**config.mk**
```make
export PLATFORM = sky130hd
export DESIGN_NAME = command_line_splitter_core_flat
export DESIGN_NICKNAME = d
export VERILOG_FILES = /design/src/design/cls_pkg.sv /design/src/design/cls_if.sv /design/src/design/cls_step.sv /design/src/design/cls_out_reg.sv /design/src/design/command_line_splitter_core.sv /design/src/flat_wrapper.sv
export VERILOG_INCLUDE_DIRS = /design/src /design/src/design
export SDC_FILE = /design/constraint.sdc
export NUM_CORES = 1
export LEC_CHECK = 0
export BUFFER_PORTS_ARGS = -buffer_cell sky130_fd_sc_hd__buf_2
export CORE_MARGIN = 3
export CORE_UTILIZATION = 60
export DETAILED_ROUTE_END_ITERATION = 7
export PLACE_DENSITY = 0.82
export SYNTH_ARGS = -nofsm -noshare
export SYNTH_HDL_FRONTEND = slang
export SYNTH_SLANG_ARGS = --single-unit
```
**constraint.sdc**
```tcl
create_clock -name clk_i -period 4.12 [get_ports clk_i]
set_clock_uncertainty 0.2 [all_clocks]
set_input_delay 0.618 -clock clk_i [delete_from_list [all_inputs] [get_ports clk_i]]
set_output_delay 0.618 -clock clk_i [all_outputs]
set_load 0.01 [all_outputs]
```
**src/design/assert_macros.svh**
```systemverilog
// Assertion macros for the command line splitter RTL.
`ifndef ASSERT_MACROS_SVH
`define ASSERT_MACROS_SVH

// Implication or plain property checked at every rising clock edge outside reset.
`define CLS_ASSERT(lbl, clk, rstn, prop, msg) \
  lbl: assert property (@(posedge clk) disable iff (!(rstn)) (prop)) else $error(msg);

// Condition that must never be seen outside reset.
`define CLS_NEVER(lbl, clk, rstn, cond, msg) \
  lbl: assert property (@(posedge clk) disable iff (!(rstn)) !(cond)) else $error(msg);

`endif

```
**src/design/cls_pkg.sv**
```systemverilog
// Types, constants and helpers for the command line splitter.
package cls_pkg;

  localparam int unsigned ArgCountW   = 12;
  localparam int unsigned ArgCountMax = 4095;
  // Saturation point: at most what the count field holds, at least one.
  localparam int unsigned ArgCapRaw   = (ArgCountMax > 4095) ? 4095 : ArgCountMax;
  localparam int unsigned ArgCapInt   = (ArgCapRaw < 1) ? 1 : ArgCapRaw;
  localparam logic [ArgCountW-1:0] ArgCap = ArgCountW'(ArgCapInt);
  localparam logic [ArgCountW-1:0] ArgInit = ArgCountW'(1);

  localparam logic [7:0] CharSingleQ = 8'h27;
  localparam logic [7:0] CharDoubleQ = 8'h22;
  localparam logic [7:0] CharBackslash = 8'h5C;
  localparam logic [7:0] CharNul = 8'h00;
  localparam logic [7:0] CharSpace = 8'h20;
  localparam logic [7:0] CharTab = 8'h09;
  localparam logic [7:0] CharCr = 8'h0D;

  typedef enum logic [2:0] {
    KIND_CHAR       = 3'd0,
    KIND_BOUNDARY   = 3'd1,
    KIND_DONE       = 3'd2,
    KIND_BAD_ESCAPE = 3'd3,
    KIND_OPEN_QUOTE = 3'd4
  } kind_e;

  typedef enum logic [1:0] {
    QM_NONE   = 2'd0,
    QM_SINGLE = 2'd1,
    QM_DOUBLE = 2'd2
  } quote_e;

  typedef struct packed {
    kind_e                kind;
    logic [7:0]           out_char;
    logic [ArgCountW-1:0] arg_count;
  } res_t;

  typedef struct packed {
    quote_e               quote_mode;
    logic                 escape_pending;
    logic                 in_space_run;
    logic [ArgCountW-1:0] args_seen;
  } state_t;

  // C whitespace: tab, newline, vertical tab, form feed, return, space.
  function automatic logic is_ws(logic [7:0] c);
    return (c == CharSpace) || ((c >= CharTab) && (c <= CharCr));
  endfunction

endpackage

```
**src/design/cls_if.sv**
```systemverilog
// Valid/ready channel interfaces for command line bytes and result words.
interface cls_in_if;
  logic       valid;
  logic       ready;
  logic [7:0] ch;
  logic       end_of_line;

  modport source (output valid, output ch, output end_of_line, input ready);
  modport sink   (input valid, input ch, input end_of_line, output ready);
endinterface

interface cls_out_if;
  logic                            valid;
  logic                            ready;
  logic [2:0]                      kind;
  logic [7:0]                      out_char;
  logic [cls_pkg::ArgCountW-1:0]   arg_count;

  modport source (output valid, output kind, output out_char, output arg_count,
                  input ready);
  modport sink   (input valid, input kind, input out_char, input arg_count,
                  output ready);
endinterface

```
**src/design/cls_step.sv**
```systemverilog
// Splitter state registers and the per-byte update and result decode.
module cls_step (
  input  logic             clk_i,
  input  logic             rst_ni,
  input  logic             advance_i,
  input  logic [7:0]       ch_i,
  input  logic             eol_i,
  output logic             res_valid_o,
  output cls_pkg::res_t    res_o,
  output cls_pkg::state_t  state_o
);

  cls_pkg::state_t state_q, state_d;
  logic            ws;

  assign ws = cls_pkg::is_ws(ch_i);

  // Decode one word against the current state
  always_comb begin
    state_d     = state_q;
    res_valid_o = 1'b0;
    res_o       = '{kind: cls_pkg::KIND_CHAR, out_char: '0, arg_count: '0};
    priority if (eol_i) begin
      res_valid_o = 1'b1;
      priority if (state_q.escape_pending) begin
        res_o.kind = cls_pkg::KIND_BAD_ESCAPE;
      end else if (state_q.quote_mode != cls_pkg::QM_NONE) begin
        res_o.kind = cls_pkg::KIND_OPEN_QUOTE;
      end else begin
        res_o.kind      = cls_pkg::KIND_DONE;
        res_o.arg_count = state_q.args_seen;
      end
      state_d = '{quote_mode: cls_pkg::QM_NONE, escape_pending: 1'b0,
                  in_space_run: 1'b0, args_seen: cls_pkg::ArgInit};
    end else if (ch_i == cls_pkg::CharNul) begin
      // drop NUL bytes
    end else if (state_q.escape_pending) begin
      state_d.escape_pending = 1'b0;
      state_d.in_space_run   = 1'b0;
      res_valid_o            = 1'b1;
      res_o.out_char         = ch_i;
    end else if (state_q.in_space_run && ws) begin
      // skip the rest of a whitespace run
    end else begin
      state_d.in_space_run = 1'b0;
      priority if (state_q.quote_mode == cls_pkg::QM_NONE && ws) begin
        if (state_q.args_seen < cls_pkg::ArgCap) begin
          state_d.args_seen = state_q.args_seen + cls_pkg::ArgCountW'(1);
        end
        state_d.in_space_run = 1'b1;
        res_valid_o          = 1'b1;
        res_o.kind           = cls_pkg::KIND_BOUNDARY;
      end else if (state_q.quote_mode == cls_pkg::QM_NONE &&
                   (ch_i == cls_pkg::CharSingleQ || ch_i == cls_pkg::CharDoubleQ)) begin
        state_d.quote_mode = (ch_i == cls_pkg::CharSingleQ) ? cls_pkg::QM_SINGLE
                                                             : cls_pkg::QM_DOUBLE;
      end else if ((state_q.quote_mode == cls_pkg::QM_SINGLE &&
                    ch_i == cls_pkg::CharSingleQ) ||
                   (state_q.quote_mode == cls_pkg::QM_DOUBLE &&
                    ch_i == cls_pkg::CharDoubleQ)) begin
        state_d.quote_mode = cls_pkg::QM_NONE;
      end else if (ch_i == cls_pkg::CharBackslash &&
                   state_q.quote_mode != cls_pkg::QM_SINGLE) begin
        state_d.escape_pending = 1'b1;
      end else begin
        res_valid_o    = 1'b1;
        res_o.out_char = ch_i;
      end
    end
  end

  // Advance the state only when a word moves on
  always_ff @(posedge clk_i or negedge rst_ni) begin
    if (!rst_ni) begin
      state_q <= '{quote_mode: cls_pkg::QM_NONE, escape_pending: 1'b0,
                   in_space_run: 1'b0, args_seen: cls_pkg::ArgInit};
    end else if (advance_i) begin
      state_q <= state_d;
    end
  end

  assign state_o = state_q;

endmodule

```
**src/design/cls_out_reg.sv**
```systemverilog
// Result register holding one word for the downstream side.
module cls_out_reg (
  input  logic          clk_i,
  input  logic          rst_ni,
  input  logic          load_i,
  input  cls_pkg::res_t res_i,
  input  logic          ready_i,
  output logic          valid_o,
  output cls_pkg::res_t res_o
);

  logic          valid_q, valid_d;
  cls_pkg::res_t res_q;

  // Fill on load, empty when taken, otherwise hold
  always_comb begin
    priority if (load_i) begin
      valid_d = 1'b1;
    end else if (ready_i) begin
      valid_d = 1'b0;
    end else begin
      valid_d = valid_q;
    end
  end

  always_ff @(posedge clk_i or negedge rst_ni) begin
    if (!rst_ni) begin
      valid_q <= 1'b0;
    end else begin
      valid_q <= valid_d;
    end
  end

  always_ff @(posedge clk_i) begin
    if (load_i) begin
      res_q <= res_i;
    end
  end

  assign valid_o = valid_q;
  assign res_o   = res_q;

endmodule

```
**src/design/command_line_splitter_core.sv**
```systemverilog
// Top level of the command line splitter: input register, decode, result register.
//
// Usage: bytes of a command line enter on in_i (ch), one per word; a word with
// end_of_line set closes the line and carries no byte. NUL bytes are dropped.
// Each input word yields zero or one word on out_o: an argument byte (kind
// char), an argument boundary, or at end of line the argument count (done) or
// an error (dangling backslash, unclosed quote). After an end-of-line word the
// parser is back in its reset state and the next line may follow at once.
// A result reaches out_o through the input register and then the result register;
// a stall on out_o can hold a word in the input register between the two.
// Throughput: one word per cycle while out_o is taken; the decode of a byte
// against the quote, escape and whitespace-run state is combinational logic.
// Reset (rst_ni low, asynchronous) empties both registers and clears the
// state: no quotes, no escape, count one.
// When out_o stalls, the result register holds its word and the input
// register holds the next byte; in_i.ready falls once both are full.
`include "assert_macros.svh"

module command_line_splitter_core (
  input  logic      clk_i,
  input  logic      rst_ni,
  cls_in_if.sink    in_i,
  cls_out_if.source out_o
);

  logic            in_valid_q, in_valid_d;
  logic [7:0]      ch_q;
  logic            eol_q;
  logic            advance;
  logic            accept;
  logic            res_valid;
  cls_pkg::res_t   res;
  cls_pkg::res_t   out_res;
  logic            out_valid;
  cls_pkg::state_t state;

  // Move a word into the decode when the result register can take its result
  assign advance    = in_valid_q && (!out_valid || out_o.ready);
  assign in_i.ready = !in_valid_q || advance;
  assign accept     = in_i.valid && in_i.ready;

  always_comb begin
    priority if (accept) begin
      in_valid_d = 1'b1;
    end else if (advance) begin
      in_valid_d = 1'b0;
    end else begin
      in_valid_d = in_valid_q;
    end
  end

  always_ff @(posedge clk_i or negedge rst_ni) begin
    if (!rst_ni) begin
      in_valid_q <= 1'b0;
    end else begin
      in_valid_q <= in_valid_d;
    end
  end

  // Capture the input payload
  always_ff @(posedge clk_i) begin
    if (accept) begin
      ch_q  <= in_i.ch;
      eol_q <= in_i.end_of_line;
    end
  end

  cls_step u_step (
    .clk_i       (clk_i),
    .rst_ni      (rst_ni),
    .advance_i   (advance),
    .ch_i        (ch_q),
    .eol_i       (eol_q),
    .res_valid_o (res_valid),
    .res_o       (res),
    .state_o     (state)
  );

  cls_out_reg u_out_reg (
    .clk_i   (clk_i),
    .rst_ni  (rst_ni),
    .load_i  (advance && res_valid),
    .res_i   (res),
    .ready_i (out_o.ready),
    .valid_o (out_valid),
    .res_o   (out_res)
  );

  assign out_o.valid     = out_valid;
  assign out_o.kind      = out_res.kind;
  assign out_o.out_char  = out_res.out_char;
  assign out_o.arg_count = out_res.arg_count;

  // End of line must leave the parser in its reset state
  `CLS_ASSERT(a_eol_clears, clk_i, rst_ni,
              advance && eol_q |=> state.quote_mode == cls_pkg::QM_NONE &&
              !state.escape_pending && !state.in_space_run &&
              state.args_seen == cls_pkg::ArgInit,
              "state not cleared after end of line")
  // Argument count stays within one and the cap
  `CLS_NEVER(a_count_range, clk_i, rst_ni,
             state.args_seen == '0 || state.args_seen > cls_pkg::ArgCap,
             "argument count out of range")
  // Only a byte result carries a byte, only done carries a count
  `CLS_NEVER(a_payload_zero, clk_i, rst_ni,
             out_valid && ((out_res.kind != cls_pkg::KIND_CHAR && out_res.out_char != '0) ||
             (out_res.kind != cls_pkg::KIND_DONE && out_res.arg_count != '0)),
             "stray payload in result word")
  // An empty result register never blocks the input
  `CLS_ASSERT(a_ready_when_empty, clk_i, rst_ni, !out_valid |-> in_i.ready,
              "input stalled with empty result register")

endmodule

```
**src/flat_wrapper.sv**
```systemverilog
// flat-port wrapper written by rule: the top's interface ports become plain ports
module command_line_splitter_core_flat 
  (clk_i, rst_ni, in_i_valid, in_i_ch, in_i_end_of_line, in_i_ready, out_o_valid, out_o_kind, out_o_out_char, out_o_arg_count, out_o_ready);
  cls_in_if in_i_i ();
  cls_out_if out_o_i ();
  input  logic clk_i;
  input  logic rst_ni;
  input wire logic [$bits(in_i_i.valid)-1:0] in_i_valid;
  input wire logic [$bits(in_i_i.ch)-1:0] in_i_ch;
  input wire logic [$bits(in_i_i.end_of_line)-1:0] in_i_end_of_line;
  output wire logic [$bits(in_i_i.ready)-1:0] in_i_ready;
  output wire logic [$bits(out_o_i.valid)-1:0] out_o_valid;
  output wire logic [$bits(out_o_i.kind)-1:0] out_o_kind;
  output wire logic [$bits(out_o_i.out_char)-1:0] out_o_out_char;
  output wire logic [$bits(out_o_i.arg_count)-1:0] out_o_arg_count;
  input wire logic [$bits(out_o_i.ready)-1:0] out_o_ready;
  assign in_i_i.valid = in_i_valid;
  assign in_i_i.ch = in_i_ch;
  assign in_i_i.end_of_line = in_i_end_of_line;
  assign in_i_ready = in_i_i.ready;
  assign out_o_valid = out_o_i.valid;
  assign out_o_kind = out_o_i.kind;
  assign out_o_out_char = out_o_i.out_char;
  assign out_o_arg_count = out_o_i.arg_count;
  assign out_o_i.ready = out_o_ready;
  command_line_splitter_core u_core (.clk_i(clk_i), .rst_ni(rst_ni), .in_i(in_i_i), .out_o(out_o_i));
endmodule
```
==> run_results.csv <==
group,metric,value,unit
timing,hold_viol,0,
logic_synthesis,async_flop_share,36.0,%
worst_setup_path,r2r_end,"u_core.u_out_reg.res_o[4]$_SDFFCE_PP0P_",
floorplan,die_y,69.1,µm
pwr,power.density,386,nW/µm²
logic_synthesis,syn_inst,204,
worst_setup_path,critPathRequiredTime,3.89,ns
pwr,power_switching,246,µW
clock_network,cts.repair.resized,0,
timing,worst_pin_slew,1.04,ns
timing,rsz0062_at_grt,"false",
floorplan,die_area,4780,µm²
worst_setup_path,cp.arrival,2.62,ns
worst_setup_path,r2r_slack,1.28,ns
pwr,p_comb_share,10.2,%
logic_synthesis,synth_commonest_cells,"edfxtp_1 (32), dfrtp_1 (17), nand2_1 (16)",
place,dp_hpwl,3090,µm
logic_synthesis,avgSynthCellArea,11.7,µm²
timing,fin_crit,2.84,ns
timing,slew_viol_final,0,
clock_network,cts_tree,"done",
floorplan,num_io_pins,38,
detailed_routing,viasPerCell,6.11,
timing,setup_viol,0,
worst_setup_path,rr_worst_depth,4,
pwr,total_power,1050,µW
logic_synthesis,synth.most_common_cell,"edfxtp_1",
clock_network,root_buffer,"clkbuf_8",
layout,drive_above_1_share,24.0,%
clock_network,post-cts-setup-buffer-count,0,
job,drv_cap,0,
logic_synthesis,synth_top_area_cell,"edfxtp_1",
layout,fillers,267,
floorplan,start_util,63.8,%
worst_setup_path,startpoint_type,"flip-flop",
floorplan,coreArea,3740,µm²
global_routing,first_global_vias,1536,
detailed_routing,dr.pass1.iters,5,
timing,relSlewSlack,30.9,%
logic_synthesis,syn-num-nets,218,
logic_synthesis,synth.distinct_cells,47,
worst_setup_path,path_class,"reg -> reg",
pwr,p_int,801,µW
global_routing,grt_max_degree,24,
detailed_routing,drtIter0Drc,166,
logic_synthesis,ys_seq_area_share,59.1,%
pwr,leakage,0.00109,µW
worst_setup_path,worst-path-max-fanout,23,
worst_setup_path,endpoint_kind,"flip-flop",
clock_network,clk_pin_slew,0.09,ns
detailed_routing,drc_errors,0,
detailed_routing,ant_nets,0,
clock_network,htreeDepth,2,
pwr,sw_frac_of_total,23.5,%
pwr,p_seq_share,57.7,%
worst_setup_path,r2r-start,"u_core.ch_q[0]$_DFFE_PP_",
clock_network,clock-sinks,50,
layout,diodes,0,
detailed_routing,via_count,1771,
outcome,status,"finished, final reports clean",
global_routing,grt_usage,19.3,%
logic_synthesis,synthFlopType,"edfxtp_1",
logic_synthesis,ys_top_cells_by_area,"edfxtp_1 (40%), dfrtp_1 (18%), and2_1 (3.4%)",
detailed_routing,drt-total-wl,4440,µm
layout,syn_to_final_growth,13.5,%
clock_network,cts_buffers,5,
timing,fmax,352,MHz
hold_path,hold_class,"in -> async",
detailed_routing,routedWlPerCell,15.3,µm
layout,finalInstanceArea,2710,µm²
place,placed_cell_area,2600,µm²
logic_synthesis,ys_ff_latch,50,
floorplan,die_x,69.1,µm
layout,fin_nets,255,
clock_network,cts_max_path_buffers,2,
global_routing,grt_antenna_before_repair,0,
pwr,power_frac_clock,32.1,%
logic_synthesis,ys_warn_count,0,
timing,setup_tns,0,ns
clock_network,hold_buffers,0,
logic_synthesis,netlist_area,2390,µm²
logic_synthesis,synth-edff-count,32,
global_routing,grt_pass1_wl,7510,µm
logic_synthesis,synth_top_area_share,40.2,%
clock_network,insertion_delay,0.30,ns
place,numPortBuffers,37,
global_routing,overflow,0,
place,gp_congestion,0.852,
pwr,peakVddDrop,0.276,mV
floorplan,rows,22,
timing,timing.final.crit_share,69.0,%
[logic make-up after synthesis]
group | count (synthesis) | share of synthesized area (%)
multiplexers | 3 | 1.41
adder cells (fa/ha/maj) | 1 | 0.523
buffers and inverters | 10 | 1.99
AND/OR/NAND/NOR | 95 | 23.4
flip-flops | 50 | 59.1
AO/OA/AOI/OAI | 45 | 13.6
[sequential cells by signal, indices dropped and copies added (netlist names)]
register and flops:
u_core.u_out_reg.res_o 23, u_core.u_step.state_o 16, u_core.u_out_reg.valid_o 1, u_core.ch_q 8
u_core.eol_q 1, u_core.in_valid_q 1
[power by group through the flow]
stage	Combinational [µW]	Sequential (µW)	Clock, µW
final	107	604	336
after global routing	119	608	365
after CTS	108	603	341
after detailed placement	107	613	0
after global placement	104	612	0
after floorplan	56.3	620	0
[layout by cell type (no fill, tap or decap), types with 8 or more instances in the layout]
master	instances
buf_2	37
nor3b_1	8
and2_1	13
dfrtp_1	17
nand2b_1	9
nand2_1	16
a21o_1	9
nor2_1	9
o21ai_0	8
edfxtp_1	32
o22ai_1	9
[worst max-delay path, stage by stage (launching register included)]
cell,delay (ns)
edfxtp_1,0.50
nor4_1,0.71
nand2_1,0.11
o21ai_0,0.60
nor2_2,0.38
[area by class of cell]
cell class | count | area, µm² | share of cell area [%]
flip-flops and latches | 50 | 1410 | 52.1
multi-input cells | 144 | 932 | 34.4
repair buffers | 37 | 185 | 6.83
clock buffers | 6 | 72.6 | 2.68
well taps | 48 | 60.1 | 2.22
clock inverters | 2 | 37.5 | 1.38
inverters | 3 | 11.3 | 0.415
[how the worst max path moves through the flow]
stage / startpoint / endpoint / slack (ns) / depth (start not counted)
finish: u_core.ch_q[0]$_DFFE_PP_ / u_core.u_out_reg.res_o[4]$_SDFFCE_PP0P_ / 1.28 / 4
global route: u_core.u_step.state_o[0]$_DFFE_PN1P_ / u_core.u_step.state_o[1]$_DFFE_PN0P_ / 1.10 / 6
CTS: u_core.u_step.state_o[0]$_DFFE_PN1P_ / u_core.u_step.state_o[1]$_DFFE_PN0P_ / 1.29 / 6
detailed placement: u_core.u_step.state_o[0]$_DFFE_PN1P_ / u_core.u_step.state_o[1]$_DFFE_PN0P_ / 1.29 / 6
global placement: u_core.u_step.state_o[0]$_DFFE_PN1P_ / u_core.u_step.state_o[1]$_DFFE_PN0P_ / 1.36 / 6
floorplan: out_o_ready / u_core.u_out_reg.res_o[0]$_SDFFCE_PP0P_ / 1.47 / 4
[metrics by stage]
stage | instances | utilization (%) | hold slack [ns] | worst slack [ns]
after global placement | 282 | 69.5 | 0.330 | 1.36
after detailed placement | 282 | 69.5 | 0.342 | 1.29
final | 290 | 72.4 | 0.0319 | 1.28
after floorplan | 204 | - | 0.122 | 1.47
after global routing | 290 | 72.4 | 0.0489 | 1.10
after CTS | 290 | 72.4 | 0.0392 | 1.29
[routing by layer]
layer | vias up | routed length [µm] | global-route usage, %
met4 | 0 | 110 | 8.03
met3 | 13 | 389 | 4.66
li1 | 849 | - | -
met2 | 81 | 1960 | 26.9
met1 | 828 | 1980 | 28.9
met5 | - | 0 | 0
(Power assumes the default switching activity.)
